==> src/rtl/bpq_pkg.sv <==
// Shared types and constants for the button press qualifier.
package bpq_pkg;

    // Configuration register indexes
    localparam logic [1:0] CFG_DEBOUNCE_INTERVAL = 2'd0;
    localparam logic [1:0] CFG_LONG_PRESS_TIME   = 2'd1;
    localparam logic [1:0] CFG_MAX_COUNT         = 2'd2;

    // Configuration reset values
    localparam logic [7:0]  DEBOUNCE_RESET   = 8'd50;
    localparam logic [15:0] LONG_PRESS_RESET = 16'd1000;
    localparam logic [7:0]  MAX_COUNT_RESET  = 8'd10;

    // Timer ceilings
    localparam logic [8:0]  SINCE_MAX = 9'h1FF;
    localparam logic [16:0] HELD_MAX  = 17'h1FFFF;

    // Pin levels (active-low button)
    localparam logic LEVEL_PRESSED  = 1'b0;
    localparam logic LEVEL_RELEASED = 1'b1;

    typedef struct packed {
        logic [7:0]  debounce_interval;
        logic [15:0] long_press_time;
        logic [7:0]  max_count;
    } t_cfg;

    typedef struct packed {
        logic [7:0] press_count;
        logic       long_flag;
        logic       logic_flag;
        logic       debounced_level;
    } t_result;

endpackage

==> src/rtl/button_press_qualifier_core.sv <==
// Pipeline: input register, then result register, between input request and result.
// Throughput: one tick per cycle; the result register stalls only when the sink does.
// The result register frees its slot in the same cycle the sink takes the result.
// Reset: synchronous active-low; clears the valid flags of both pipeline registers, the
// debounce and press state, and loads the configuration registers with their default values.
module button_press_qualifier_core
    import bpq_pkg::*;
(
    input  logic        i_clk,
    input  logic        i_rst_n,
    input  logic        s_axis_tvalid,
    output logic        s_axis_tready,
    input  logic [7:0]  s_axis_tdata,   // [0] pin_level, [7:1] zero
    output logic        m_axis_tvalid,
    input  logic        m_axis_tready,
    output logic [15:0] m_axis_tdata,   // [0] debounced_level, [1] logic_flag,
                                        // [2] long_flag, [10:3] press_count, [15:11] zero
    input  logic        i_cfg_valid,
    output logic        o_cfg_ready,
    input  logic [1:0]  i_cfg_index,
    input  logic [15:0] i_cfg_data
);

    t_cfg    r_cfg;
    t_result tick_result;
    t_result r_out;
    logic    r_in_valid;
    logic    r_in_pin;
    logic    r_out_valid;
    logic    advance;

    // Configuration writes are always taken
    assign o_cfg_ready = 1'b1;

    always_ff @(posedge i_clk) begin
        if (!i_rst_n) begin
            r_cfg.debounce_interval <= DEBOUNCE_RESET;
            r_cfg.long_press_time   <= LONG_PRESS_RESET;
            r_cfg.max_count         <= MAX_COUNT_RESET;
        end else if (i_cfg_valid) begin
            case (i_cfg_index)
                CFG_DEBOUNCE_INTERVAL: r_cfg.debounce_interval <= i_cfg_data[7:0];
                CFG_LONG_PRESS_TIME:   r_cfg.long_press_time   <= i_cfg_data;
                CFG_MAX_COUNT:         r_cfg.max_count         <= i_cfg_data[7:0];
                default: ;
            endcase
        end
    end

    // Move a request forward whenever the result register has room
    assign advance       = !r_out_valid || m_axis_tready;
    assign s_axis_tready = !r_in_valid || advance;

    // Input register
    always_ff @(posedge i_clk) begin
        if (!i_rst_n) begin
            r_in_valid <= 1'b0;
        end else if (s_axis_tready) begin
            r_in_valid <= s_axis_tvalid;
        end
    end

    always_ff @(posedge i_clk) begin
        if (s_axis_tready && s_axis_tvalid) begin
            r_in_pin <= s_axis_tdata[0];
        end
    end

    bpq_tick u_tick (
        .i_clk    (i_clk),
        .i_rst_n  (i_rst_n),
        .i_tick   (r_in_valid && advance),
        .i_pin    (r_in_pin),
        .i_cfg    (r_cfg),
        .o_result (tick_result)
    );

    // Result register
    always_ff @(posedge i_clk) begin
        if (!i_rst_n) begin
            r_out_valid <= 1'b0;
        end else if (advance) begin
            r_out_valid <= r_in_valid;
        end
    end

    always_ff @(posedge i_clk) begin
        if (advance && r_in_valid) begin
            r_out <= tick_result;
        end
    end

    assign m_axis_tvalid = r_out_valid;
    assign m_axis_tdata  = {5'd0, r_out.press_count, r_out.long_flag,
                            r_out.logic_flag, r_out.debounced_level};

    // A tick that moves forward always lands in the result register
    a_tick_lands: assert property (@(posedge i_clk) disable iff (!i_rst_n)
        r_in_valid && advance |=> r_out_valid)
        else $error("tick advanced but result register is empty");

    // The input side only stalls while a tick is held in the input register and the sink blocks the result
    a_stall_cause: assert property (@(posedge i_clk) disable iff (!i_rst_n)
        !s_axis_tready |-> r_in_valid && r_out_valid && !m_axis_tready)
        else $error("input stalled without a blocked tick");

    // A loaded result carries the press count the tick logic produced
    a_count_loaded: assert property (@(posedge i_clk) disable iff (!i_rst_n)
        r_in_valid && advance |=> r_out.press_count == $past(tick_result.press_count))
        else $error("result press count differs from tick logic");

endmodule

==> src/rtl/bpq_tick.sv <==
// Per-tick debounce, press counter and short/long press toggle state.
module bpq_tick
    import bpq_pkg::*;
(
    input  logic    i_clk,
    input  logic    i_rst_n,
    input  logic    i_tick,
    input  logic    i_pin,
    input  t_cfg    i_cfg,
    output t_result o_result
);

    logic [8:0]  r_since,   n_since;
    logic [16:0] r_held,    n_held;
    logic        r_sampled, n_sampled;
    logic        r_prev,    n_prev;
    logic        r_long_gate,  n_long_gate;
    logic        r_long_state, n_long_state;
    logic        r_logic_state, n_logic_state;
    logic [7:0]  r_count,   n_count;
    logic [8:0]  since_inc;
    logic [16:0] held_inc;
    logic        sample;

    // Advance the timers, then sample once the debounce interval is exceeded
    always_comb begin
        since_inc = (r_since < SINCE_MAX) ? r_since + 9'd1 : r_since;
        held_inc  = (r_held < HELD_MAX) ? r_held + 17'd1 : r_held;
        sample    = since_inc > {1'b0, i_cfg.debounce_interval};

        n_since       = since_inc;
        n_held        = held_inc;
        n_sampled     = r_sampled;
        n_prev        = r_prev;
        n_long_gate   = r_long_gate;
        n_long_state  = r_long_state;
        n_logic_state = r_logic_state;
        n_count       = r_count;

        if (sample) begin
            n_sampled = i_pin;
            n_prev    = i_pin;
            n_since   = '0;
            if (i_pin == LEVEL_PRESSED && r_prev == LEVEL_RELEASED) begin
                // New press: restart the hold timer and count it
                n_held  = '0;
                n_count = (r_count < i_cfg.max_count) ? r_count + 8'd1 : '0;
            end else if (i_pin == LEVEL_PRESSED && r_prev == LEVEL_PRESSED) begin
                // Held past the long-press time: toggle once per hold
                if (held_inc > {1'b0, i_cfg.long_press_time}) begin
                    if (r_long_gate) begin
                        n_long_state = ~r_long_state;
                    end
                    n_long_gate = 1'b0;
                end
            end else if (i_pin == LEVEL_RELEASED && r_prev == LEVEL_PRESSED) begin
                // Release: short-press toggle unless a long press fired
                if (r_long_gate) begin
                    n_logic_state = ~r_logic_state;
                end
                n_long_gate = 1'b1;
            end
        end
    end

    // Hold the state, update only on a tick
    always_ff @(posedge i_clk) begin
        if (!i_rst_n) begin
            r_since       <= '0;
            r_held        <= '0;
            r_sampled     <= LEVEL_RELEASED;
            r_prev        <= LEVEL_RELEASED;
            r_long_gate   <= 1'b1;
            r_long_state  <= 1'b0;
            r_logic_state <= 1'b0;
            r_count       <= '0;
        end else if (i_tick) begin
            r_since       <= n_since;
            r_held        <= n_held;
            r_sampled     <= n_sampled;
            r_prev        <= n_prev;
            r_long_gate   <= n_long_gate;
            r_long_state  <= n_long_state;
            r_logic_state <= n_logic_state;
            r_count       <= n_count;
        end
    end

    // Result as seen after this tick's update
    assign o_result.debounced_level = n_sampled;
    assign o_result.logic_flag      = n_logic_state;
    assign o_result.long_flag       = n_long_state;
    assign o_result.press_count     = n_count;

endmodule
==> config.mk <==
export PLATFORM = sky130hd
export DESIGN_NAME = button_press_qualifier_core
export DESIGN_NICKNAME = d
export VERILOG_FILES = /design/src/rtl/bpq_pkg.sv /design/src/rtl/button_press_qualifier_core.sv /design/src/rtl/bpq_tick.sv
export SDC_FILE = /design/constraint.sdc
export NUM_CORES = 1
export LEC_CHECK = 0
export BUFFER_PORTS_ARGS = -buffer_cell sky130_fd_sc_hd__buf_2
export CAP_MARGIN = 20
export CORE_ASPECT_RATIO = 1.1
export CORE_UTILIZATION = 56
export CTS_BUF_LIST = sky130_fd_sc_hd__clkbuf_8
export CTS_CLUSTER_DIAMETER = 200
export CTS_CLUSTER_SIZE = 24
export DETAILED_ROUTE_END_ITERATION = 10
export MAX_ROUTING_LAYER = met4
export PLACE_DENSITY = 0.87
export SLEW_MARGIN = 20
export SYNTH_ARGS = -nofsm -noshare
export SYNTH_HDL_FRONTEND = slang
export SYNTH_SLANG_ARGS = --single-unit
==> constraint.sdc <==
create_clock -name i_clk -period 3.2 [get_ports i_clk]
set_input_delay 0.16 -clock i_clk [delete_from_list [all_inputs] [get_ports i_clk]]
set_output_delay 0.16 -clock i_clk [all_outputs]
set_load 0.005 [all_outputs]
; Word level (Yosys, flattened, before mapping)
; Cells that the tools add are included.
[totals]
regBits = 85
latchBits = 0
mem_bits_rw = 0
romBits = 0
input_bits = 31
output_inout_bits = 19
word_cells = 72
n_memories = 0
[classes]
n_addsub = 3
mul = 0
div = 0
order_cmp = 5
eq_ne = 3
n_shift = 0
n_mux = 22
bitwise_logic = 5
reduce_logical = 16
[ops]
columns = cell, count
row1 = two-way mux 17 bit, 3
row2 = two-way mux 8 bit, 3
row3 = two-way mux 9 bit, 2
row4 = adder 17 x 1 -> 17 bit (second input constant), 1
row5 = > comparator 17 x 16 -> 1 bit, 1
row6 = < comparator 17 bit (second input constant), 1
row7 = two-way mux 1 bit, 14
row8 = adder 9 x 1 -> 9 bit (second input constant), 1
row9 = > comparator 9 x 8 -> 1 bit, 1
row10 = < comparator 9 bit (second input constant), 1
row11 = adder 8 x 1 -> 8 bit (second input constant), 1
row12 = < comparator 8 bit, 1
row13 = AND reduction 2 bit, 4
row14 = logical AND 1 bit, 5
row15 = NOT 1 bit, 5
row16 = AND reduction 5 bit, 1
row17 = equality test 2 x 1 -> 1 bit (second input constant), 1
row18 = equality test 2 bit (second input constant), 1
row19 = zero test 1 bit, 2
row20 = zero test 2 bit, 1
row21 = logical OR 1 bit, 2
row22 = != test 2 bit (second input constant), 1
row23 = nonzero test 2 bit, 1

; Longest topological paths before layout
; Gate-level depths: netlist of the first run.
[logic_depth]
word_depth = 7
depth_mapped = 13
ltp_nobuf = 12

; By module
; From an unflattened synthesis of the first run, not the netlist that was laid out.
[hier_totals]
cells_unflattened = 614
area_unflattened_um2 = 5230.0
[by_module_without_submodules]
columns = module, n_inst, cells_per_inst, area_each_um2, seq_area_each_um2
row1 = bpq_tick, 1, 449, 3410.8, 780.7
row2 = button_press_qualifier_core, 1, 165, 1819.2, 1041.0

; Worst setup path after synthesis of the first run
; Ideal clock, no wire load.
[synth_path]
path_kind = flip-flop to flip-flop
from = register u_tick.r_since[4]
to = register r_out, in the netlist m_axis_tdata[6], data pin
setup_time_ns = 0.256
t_arrival_ns = 2.839
t_required_ns = 2.944
slack_ns = 0.105
stages_incl_launch_ff = 13
path_buffers = 1
period_less_slack_ns = 3.095
cell_sequence = dfxtp_1 -> and4_4 -> nand3_1 -> o21ai_0 -> xnor2_1 -> ha_1 -> nand4_1 -> o211ai_1 -> nor2_1 -> o31a_1 -> buf_6 -> a211o_1 -> a22o_1
[synth_lines]
columns = element, line_no
row1 = from (decl), bpq_tick.sv:13  ; logic [8:0] r_since, n_since;
row2 = from (signal assigned), bpq_tick.sv:78  ; r_since <= n_since;
row3 = to (signal assigned), button_press_qualifier_core.sv:89  ; r_out <= tick_result;
row4 = to (decl), button_press_qualifier_core.sv:26  ; t_result r_out;

==> metrics.yaml, run 1 <==
timing:
  finalMaxSlewViolations: 0
  worst_slew_pin_slew_ns: 0.7335
  relSlewSlack_pct: 51.10
  setup_viol: 0
  rsz0062_at_grt: "yes"
  finClkSkew_ns: 0.01465
  min_period_ns: 3.158
  final_hold_viol_count: 0
  layout_setup_ws_ns: 0.04188
  setup_tns_ns: 0
  timing.final.crit_share_pct: 98.69
  fmax_ghz: 0.3166
setup_path:
  crit_chain: "nand4_4, or3_4, buf_6, o2111a_2, xor2_1, ha_1, nand4_1, buf_4, a211oi_2, o31a_1, o211ai_1, xnor2_1"
  startpoint_type: "register"
  reg2reg_setup_slack_ns: 0.04
  worst-endpoint-required_ns: 3.33
  crit_arrival_ns: 3.29
  path_max_fanout: 4
  slowest_stage: "or3_4"
  critPathKind: "reg -> reg"
  critPathMaxStageDelay_ns: 0.45
  critPathCaptureType: "register"
power:
  leakage_nw: 2.643
  netSwitchingFraction_pct: 24.63
  total_power_w: 0.002234
  p_int_w: 0.001684
  clockPowerShare_pct: 41.9
  p_seq_share_pct: 50.0
  ir_drop_uv: 330.2
  p_switching_w: 0.0005503
  p_comb_share_pct: 8.1
  power_density_nw_per_um2: 357.3
floorplan:
  fp.dieH_um: 103.3
  coreArea_um2: 8964
  die_area_um2: 9717
  initial_utilization_pct: 58.26
  die_w_um: 94.08
  num_rows: 36
  ioPinCount: 50
detailed_routing:
  drc_errors: 0
  drtPass1Iterations: 5
  drt_iter0_drc: 423
  wl_um: 14040
  wl_per_cell_um: 17.15
  ant_nets: 0
  vias: 5036
  vias_per_cell: 6.149
synthesis:
  synth-async-reset-ratio_pct: 0
  ys_seq_area_share_pct: 34.88
  avgSynthCellArea_um2: 8.356
  ys_warn_count: 0
  synth_area_um2: 5223
  synth_cell_types: 77
  synth_seq_cells: 85
  synth-edff-count: 12
  syn_inst: 625
  synthFlopType: "dfxtp_1"
layout:
  nets: 765
  final_common_cell: "nand2_1"
  design_area_um2: 6252
  drive_above_1_share_pct: 24.11
  n_fill_cell: 635
  antenna_cells: 0
  post-route-util_pct: 69.75
  syn_to_final_growth_pct: 19.72
  mostFrequentLayoutCells: "80 x nand2_1, 56 x dfxtp_1, 56 x buf_4"
place:
  dpl-instance-area_um2: 5673
  pre_cts_slack_ns: -0.01256
  hpwlAfterDp_um: 9061
  port_buffers: 36
  place.gp.congestion: 0.9103
clock_network:
  htreeDepth: 3
  cts.sinks: 85
  cts-buffers-inserted: 9
  clk_pin_slew_worst_paths_ns: 0.09
  clk_latency_ns: 0.38
  cts_root_buffer: "clkbuf_8"
  clock_path_buffers: 2
  cts_tree: "built"
run_status:
  status: "finished, final reports clean"
global_routing:
  overflow: 0
  track_usage_pct: 30.07
  grt_pass1_vias: 4841
  antenna_found_initial: 0
  grt_pass1_wl_um: 22000
  grt_max_degree: 48
hold_path:
  hp-class: "in -> reg"
run:
  cap_violations: 0
==> state kept, by name, indices dropped and copies added (netlist names) <==
name	cells
m_axis_tvalid	1
u_tick.r_count	8
m_axis_tdata	11
r_cfg	32
u_tick.r_sampled	1
u_tick.r_long_gate	1
u_tick.r_long_state	1
u_tick.r_held	17
u_tick.r_since	9
u_tick.r_logic_state	1
r_in_pin	1
u_tick.r_prev	1
r_in_valid	1
==> synthesized netlist by cell type, types with 8 or more instances <==
cell type	instances	area share, %
nand2_1	81	5.8
dfxtp_1	73	28
a21oi_1	46	4.4
nor2_1	43	3.1
inv_1	41	2.9
ha_1	34	8.1
o21ai_0	32	3.1
nand3_1	27	2.6
clkbuf_1	16	1.2
o22ai_1	16	1.9
o211ai_1	15	2.2
edfxtp_1	12	6.9
xnor2_1	10	1.7
xor2_1	10	1.7
nor4b_1	8	1.3
==> cell type report <==
class                   instances  area, µm²  share of cell area, %
repair buffers                101      716.9                  11.47
well taps                     114      142.6                  2.281
flip-flops and latches         85       1853                  29.64
multi-input cells             462       3148                  50.35
inverters                      41      153.9                  2.461
clock inverters                 7      113.9                  1.821
clock buffers                   9      123.9                  1.981
==> cells by family (layout without fill, tap and decap cells) <==
family	after synthesis	count (layout)	synth area share (%)
DFF	85	85	34.88
buffers and inverters	82	158	8.218
other	2	6	0.1438
muxes	8	8	1.557
adders and majority gates	34	34	8.146
AOI/OAI and AO/OA	171	171	21.87
and+or+nand+nor	223	223	21.83
xor gates and xnor gates	20	20	3.354
==> timing repair <==
| action | 4_1_cts | 5_1_grt |
|---|---|---|
| hold endpoints to repair | 1 | 0 |
| hold buffers | 1 | 0 |
| resized for setup | 15 | 45 |
| pin swaps | 7 | 37 |
| cloned | 0 | 1 |
| setup buffers | 2 | 10 |
| setup endpoints to repair | 21 | 38 |
==> path summary, 6_finish.rpt <==
check | from | cells past startpoint | to
max reg2reg | u_tick.r_held[9] | 12 | m_axis_tdata[2]
min reg2reg | r_cfg[10] | 2 | r_cfg[10]
min | i_cfg_data[9] | 3 | r_cfg[17]
max | u_tick.r_held[9] | 12 | m_axis_tdata[2]
==> stage by stage <==
step	cells	hold slack, ns
finish	819	0.001784
global route	819	0.01023
CTS	807	0.005833
detailed placement	788	0.3494
global placement	788	0.3381
floorplan	629	0.2589
==> per-layer routing <==
| metal | part of all wire, % | vias up | GRT usage, % |
|---|---|---|---|
| met2 | 51 | 211 | 53.40 |
| li1 | - | 2397 | - |
| met4 | 5.3 | 0 | 18.11 |
| met1 | 38 | 2360 | 31.30 |
| met3 | 6.0 | 68 | 5.117 |
| met5 | 0 | - | - |
==> critical path: cells and delay by family, from the launching register on <==
family                   cells  cell delay (ns)
flip-flops                   1             0.36
AND/OR/NAND/NOR              3             0.72
AO/OA/AOI/OAI                4             0.88
adder cells (fa/ha/maj)      1             0.30
XOR/XNOR                     2             0.31
buffers and inverters        2             0.32
==> power by group through the flow <==
stage | clock network [W] | logic [W] | registers (W)
after floorplan | 0 | 0.000119 | 0.00114
after global placement | 0 | 0.000160 | 0.00114
after detailed placement | 0 | 0.000169 | 0.00114
after CTS | 0.000933 | 0.000173 | 0.00112
after global routing | 0.000977 | 0.000202 | 0.00112
final | 0.000937 | 0.000181 | 0.00112
Power figures use the tool's default switching activity.
==> inputs of run 2 (changes only) <==
Settings changed: CORE_UTILIZATION 56 to 62, CTS_CLUSTER_SIZE 24 to 20, HOLD_SLACK_MARGIN set to 0.06, PLACE_DENSITY 0.87 to 0.91.
Clock period 3.2 ns to 3.5 ns, I/O delays scaled along.
==> metrics.yaml, run 2 (synthesis results as in run 1) <==
clock_network:
  cts_tree: "built"
  clk_pin_slew_worst_paths_ns: 0.09  # about the same
  htreeDepth: 3  # unchanged
  cts.sinks: 85  # unchanged
  clk_latency_ns: 0.36  # -0.02 ns
  cts_root_buffer: "clkbuf_8"
  cts-buffers-inserted: 9  # unchanged
  clock_path_buffers: 2  # unchanged
power:
  total_power_w: 0.001993  # -11%
  p_switching_w: 0.0004853  # -12%
  netSwitchingFraction_pct: 24.35  # -0.28 points
  leakage_nw: 2.419  # -8.5%
  p_seq_share_pct: 51.3  # +1.3 points
  p_int_w: 0.001508  # -10%
  p_comb_share_pct: 8.5  # +0.4 points
  ir_drop_uv: 327.1  # -0.93%
  clockPowerShare_pct: 40.2  # -1.7 points
  power_density_nw_per_um2: 338.3  # -5.3%
setup_path:
  critPathKind: "reg -> reg"
  crit_arrival_ns: 3.63  # +0.34 ns
  worst-endpoint-required_ns: 3.62  # +0.29 ns
  slowest_stage: "dfxtp_1"
  critPathMaxStageDelay_ns: 0.41  # -0.04 ns
  crit_top_cell: "ha_1"
  path_max_fanout: 10  # +6
  critPathCaptureType: "register"
  cpLargestDelayFamily: "compound AO/OA/AOI/OAI gates"
  critical_path_buf_inv_count: 1  # -1
  crit_chain: "ha_1, and3_1, o21ai_2, xnor2_1, ha_1, nand4_1, o211ai_1, nor2_1, o31a_1, buf_4, a211o_1, a22o_1"
  startpoint_type: "register"
floorplan:
  fp.dieH_um: 98.26  # -4.9%
  die_w_um: 89.51  # -4.9%
  coreArea_um2: 8040  # -10%
  initial_utilization_pct: 64.95  # +6.7 points
  die_area_um2: 8795  # -9.5%
  ioPinCount: 50  # unchanged
  num_rows: 34  # -5.6%
run_status:
  status: "complete, but fails checks"
  violations: "negative setup slack"
global_routing:
  track_usage_pct: 32.93  # +2.9 points
  grt_max_degree: 49  # +2.1%
  use_met2_pct: 53.02  # -0.37 points
  antenna_found_initial: 0  # unchanged
  grt_pass1_vias: 4828  # -0.27%
  overflow: 0  # unchanged
  grt_pass1_wl_um: 21940  # -0.28%
  top_usage_layer: "met2"
  grtUsageMet1_pct: 38.32  # +7.0 points
  grt_use_met3_pct: 5.748  # +0.63 points
layout:
  n_fill_cell: 548  # -14%
  top_register: "r_cfg"
  final_cell_count_no_fill: 783  # -4.4%
  post-route-util_pct: 73.26  # +3.5 points
  antenna_cells: 0  # unchanged
  mostFrequentLayoutCells: "81 x nand2_1, 67 x dfxtp_1, 46 x a21oi_1"
  drive_above_1_share_pct: 16.15  # -8.0 points
  largest_reg_flops: 32  # unchanged
  final_common_cell: "nand2_1"
  nets: 735  # -3.9%
  syn_to_final_growth_pct: 12.79
place:
  dpl.cell_count: 753  # -4.4%
  hpwlAfterDp_um: 8768  # -3.2%
  place.gp.congestion: 0.9549  # +4.9%
  pre_cts_slack_ns: 0.06917  # +0.08174 ns
  port_buffers: 36  # unchanged
timing:
  min_period_ns: 3.509  # +0.3506 ns
  layout_setup_ws_ns: -0.008688  # -0.05056 ns
  finClkSkew_ns: 0.005075  # -0.009578 ns
  timing.final.crit_share_pct: 100.2  # +1.6 points
  finalMaxSlewViolations: 0  # unchanged
  final_hold_viol_count: 0  # unchanged
  fmax_ghz: 0.2850  # -10%
  relSlewSlack_pct: 50.44  # -0.67 points
  worst_slew_pin_slew_ns: 0.7435  # +0.009998 ns
  setup_viol: 1  # +1
  holdWs_ns: 0.07728  # +0.07549 ns
detailed_routing:
  drtPass1Iterations: 6  # +1
  drt_iter0_drc: 531  # +26%
  drc_errors: 0  # unchanged
  wl_um: 14000  # -0.31%
  vias_per_cell: 6.550  # +6.5%
  wl_per_cell_um: 17.88  # +4.3%
  ant_nets: 0  # unchanged
  vias: 5129  # +1.8%
hold_path:
  hp-class: "in -> reg"
run:
  cap_violations: 0  # unchanged
-- run 2: per-stage QoR --
| step | setup TNS (ns) | instance area [µm²] |
|---|---|---|
| after floorplan | 0 | 5238 |
| after global placement | 0 | 5435 |
| after CTS | 0 | 5773 |
| after detailed placement | 0 | 5435 |
| after global routing | -0.5342 | 5891 |
| final | -0.008688 | 5891 |
-- run 2: final cells by class --
type,instances,area [µm²],area share [%]
tap,108,135.1,2.294
sequential,85,1834,31.14
clock inverter,5,75.07,1.274
clock buffer,11,151.4,2.570
multi-input combinational,462,3069,52.10
timing repair buffer,71,471.7,8.008
inverter,41,153.9,2.613
-- run 2: tightest hold or removal path, delay by kind of cell --
| family | cells | cell delay, ns |
|---|---|---|
| and+or+nand+nor | 1 | 0.06 |
| buffers and inverters | 1 | 0.11 |
| AOI/OAI and AO/OA | 1 | 0.05 |
-- run 2: what timing repair did --
action / 4_1_cts / 5_1_grt
pin swaps: 0 / 8
buffers inserted: 0 / 4
endpoints found under the hold margin: 10 / 0
gates resized for setup: 4 / 19
cloned: 0 / 0
endpoints found under the setup margin: 7 / 49
hold buffers: 10 / 0
-- run 2: path summary, 6_finish.rpt --
kind	end	from	cells past startpoint	slack, ns
min reg2reg	r_cfg[20]	r_cfg[20]	2	0.45
max reg2reg	m_axis_tdata[8]	u_tick.r_since[1]	12	-0.009
min	r_cfg[9]	i_cfg_data[1]	3	0.08
max	m_axis_tdata[8]	u_tick.r_since[1]	12	-0.009
-- run 2: power by group through the flow --
stage | Sequential (W) | Clock, W | Combinational, W
after global placement | 0.00104 | 0 | 0.000143
after CTS | 0.00102 | 0.000790 | 0.000162
after detailed placement | 0.00105 | 0 | 0.000152
after global routing | 0.00102 | 0.000832 | 0.000186
after floorplan | 0.00104 | 0 | 0.000109
final | 0.00102 | 0.000801 | 0.000170
-- run 2: metal layers --
metal	routed length (µm)	vias to the layer above
li1	-	2337
met1	5156	2375
met2	6864	328
met3	1147	89
met4	830	0
met5	0	-
==> inputs of run 3 (changes only) <==
Settings changed: CORE_UTILIZATION 62 to 50, PLACE_DENSITY 0.91 to 0.77.
==> metrics.yaml, run 3 (synthesis results as in run 1) <==
power:
  ir_drop_uv: 248.0  # -24%
  leakage_nw: 2.407  # -0.50%
  power_density_nw_per_um2: 305.4  # -9.7%
clock_network:
  cts-buffers-inserted: 9  # unchanged
  cts_root_buffer: "clkbuf_8"
  htreeDepth: 3  # unchanged
  cts_tree: "built"
  clk_pin_slew_worst_paths_ns: 0.09  # about the same
  cts.sinks: 85  # unchanged
  clock_path_buffers: 2  # unchanged
  clk_latency_ns: 0.36  # about the same
setup_path:
  rr_worst_depth: 13  # +1
  path_max_fanout: 9  # -1
  startpoint_type: "register"
  cpLargestDelayFamily: "compound AO/OA/AOI/OAI gates"
  timing.rr.end: "m_axis_tdata[8]"
  cp.depth: 13  # +1
  slowest_stage: "dfxtp_4"
  crit_arrival_ns: 3.46  # -0.17 ns
  critPathCaptureType: "register"
  cp-startpoint: "u_tick.r_since[3]"
  critPathKind: "reg -> reg"
  worst-endpoint-required_ns: 3.61  # about the same
  reg2reg_setup_slack_ns: 0.15  # +0.16 ns
  r2r-start: "u_tick.r_since[3]"
  critPathMaxStageDelay_ns: 0.39  # -0.02 ns
  crit_chain: "and4_4, nand3_1, buf_4, o211ai_1, o21a_1, ha_1, nand4_1, o211ai_1, nor2_1, o31a_1, buf_4, a211o_1, a22o_1"
  critical_path_buf_inv_count: 2  # +1
  cp-endpoint: "m_axis_tdata[8]"
detailed_routing:
  wl_um: 12720  # -9.2%
  ant_nets: 0  # unchanged
  drt_iter0_drc: 279  # -47%
  drtPass1Iterations: 5  # -1
  drc_errors: 0  # unchanged
  dr.max_layer_used: "met4"
  route.met3.wl_um: 659  # -43%
  wl_per_cell_um: 15.58  # -13%
  wl_met1_um: 5122  # -0.66%
  vias: 4777  # -6.9%
  vias_per_cell: 5.854  # -11%
  wl_met2_um: 6315  # -8.0%
timing:
  worst_slew_pin_slew_ns: 0.7423  # -0.001134 ns
  timing.final.crit_share_pct: 95.65  # -4.6 points
  finClkSkew_ns: 0.01336  # +0.008286 ns
  holdWs_ns: 0.08972  # +0.01245 ns
  setup_viol: 0  # -1
  finalMaxSlewViolations: 0  # unchanged
  final_hold_viol_count: 0  # unchanged
  min_period_ns: 3.348  # -0.1608 ns
  fmax_ghz: 0.2987  # +4.8%
  relSlewSlack_pct: 50.51  # +0.076 points
place:
  port_buffers: 36  # unchanged
  hpwlAfterDp_um: 8969  # +2.3%
  place.gp.congestion: 0.9112  # -4.6%
floorplan:
  fp.dieH_um: 109.2  # +11%
  die_area_um2: 10860  # +23%
  ioPinCount: 50  # unchanged
  coreArea_um2: 10030  # +25%
  initial_utilization_pct: 52.06  # -13 points
  die_w_um: 99.45  # +11%
  num_rows: 38  # +12%
layout:
  mostFrequentLayoutCells: "81 x nand2_1, 67 x dfxtp_1, 46 x a21oi_1"
  post-route-util_pct: 58.29  # -15 points
  antenna_cells: 0  # unchanged
  final_common_cell: "nand2_1"
  drive_above_1_share_pct: 15.83  # -0.32 points
  syn_to_final_growth_pct: 11.98
  largest_reg_flops: 32  # unchanged
  top_register: "r_cfg"
  nets: 736  # +0.14%
  multiInputGateArea_um2: 3044  # -0.82%
  n_fill_cell: 843  # +54%
  regArea_um2: 1834  # unchanged
hold_path:
  hp-class: "in -> reg"
  hold_depth: 3  # unchanged
global_routing:
  track_usage_pct: 25.20  # -7.7 points
  grt_max_degree: 49  # unchanged
  antenna_found_initial: 0  # unchanged
  overflow: 0  # unchanged
  grt_pass1_vias: 4670  # -3.3%
  grt_pass1_wl_um: 20960  # -4.5%
run_status:
  status: "finished, final reports clean"
run:
  cap_violations: 0  # unchanged
[run 3: report_power, final]
group          switching [W]  internal, W  total [W]
logic               0.000104    0.0000620   0.000166
clock network       0.000351     0.000249   0.000600
registers          0.0000108      0.00101    0.00102
total               0.000465      0.00132    0.00179
[run 3: worst min path at each step]
| stage | start | to |
|---|---|---|
| CTS | i_cfg_data[1] | r_cfg[9] |
| floorplan | s_axis_tdata[0] | r_in_pin |
| detailed placement | s_axis_tdata[0] | r_in_pin |
| global placement | s_axis_tdata[0] | r_in_pin |
| finish | i_cfg_data[1] | r_cfg[9] |
| global route | i_cfg_data[3] | r_cfg[11] |
[run 3: final cells by class]
type	count	share of cell area, %
Clock buffer	9	2.118
Multi-Input combinational cell	462	52.05
Tap cell	140	2.995
Sequential cell	85	31.37
Timing Repair Buffer	72	8.258
Clock inverter	7	0.5777
Inverter	41	2.632
[run 3: tightest hold or removal path, cell delays in order]
cell	delay (ns)
buf_2	0.12
nand2_1	0.05
a21oi_1	0.05
[run 3: stage by stage]
stage | setup WS (ns) | cell area [µm²] | total power, W | TNS (ns) | cells
after floorplan | 0.4049 | 5238 | 0.001152 | 0 | 629
after global placement | 0.1673 | 5498 | 0.001191 | 0 | 788
after detailed placement | 0.06615 | 5498 | 0.001198 | 0 | 788
after CTS | 0.01949 | 5756 | 0.001800 | 0 | 814
after global routing | -0.04242 | 5848 | 0.001867 | -0.04673 | 816
final | 0.1521 | 5848 | 0.001786 | 0 | 816
[run 3: repair_timing]
| action | 4_1_cts | 5_1_grt |
|---|---|---|
| endpoints found under the setup margin | 0 | 42 |
| hold buffers | 10 | 0 |
| endpoints found under the hold margin | 10 | 0 |
| resized for setup | 0 | 20 |
| setup buffers | 0 | 2 |
[run 3: routing by layer]
layer,track usage (%),up-vias
li1,-,2338
met2,43.20,174
met3,4.295,41
met5,-,-
met4,16.28,0
met1,27.12,2224
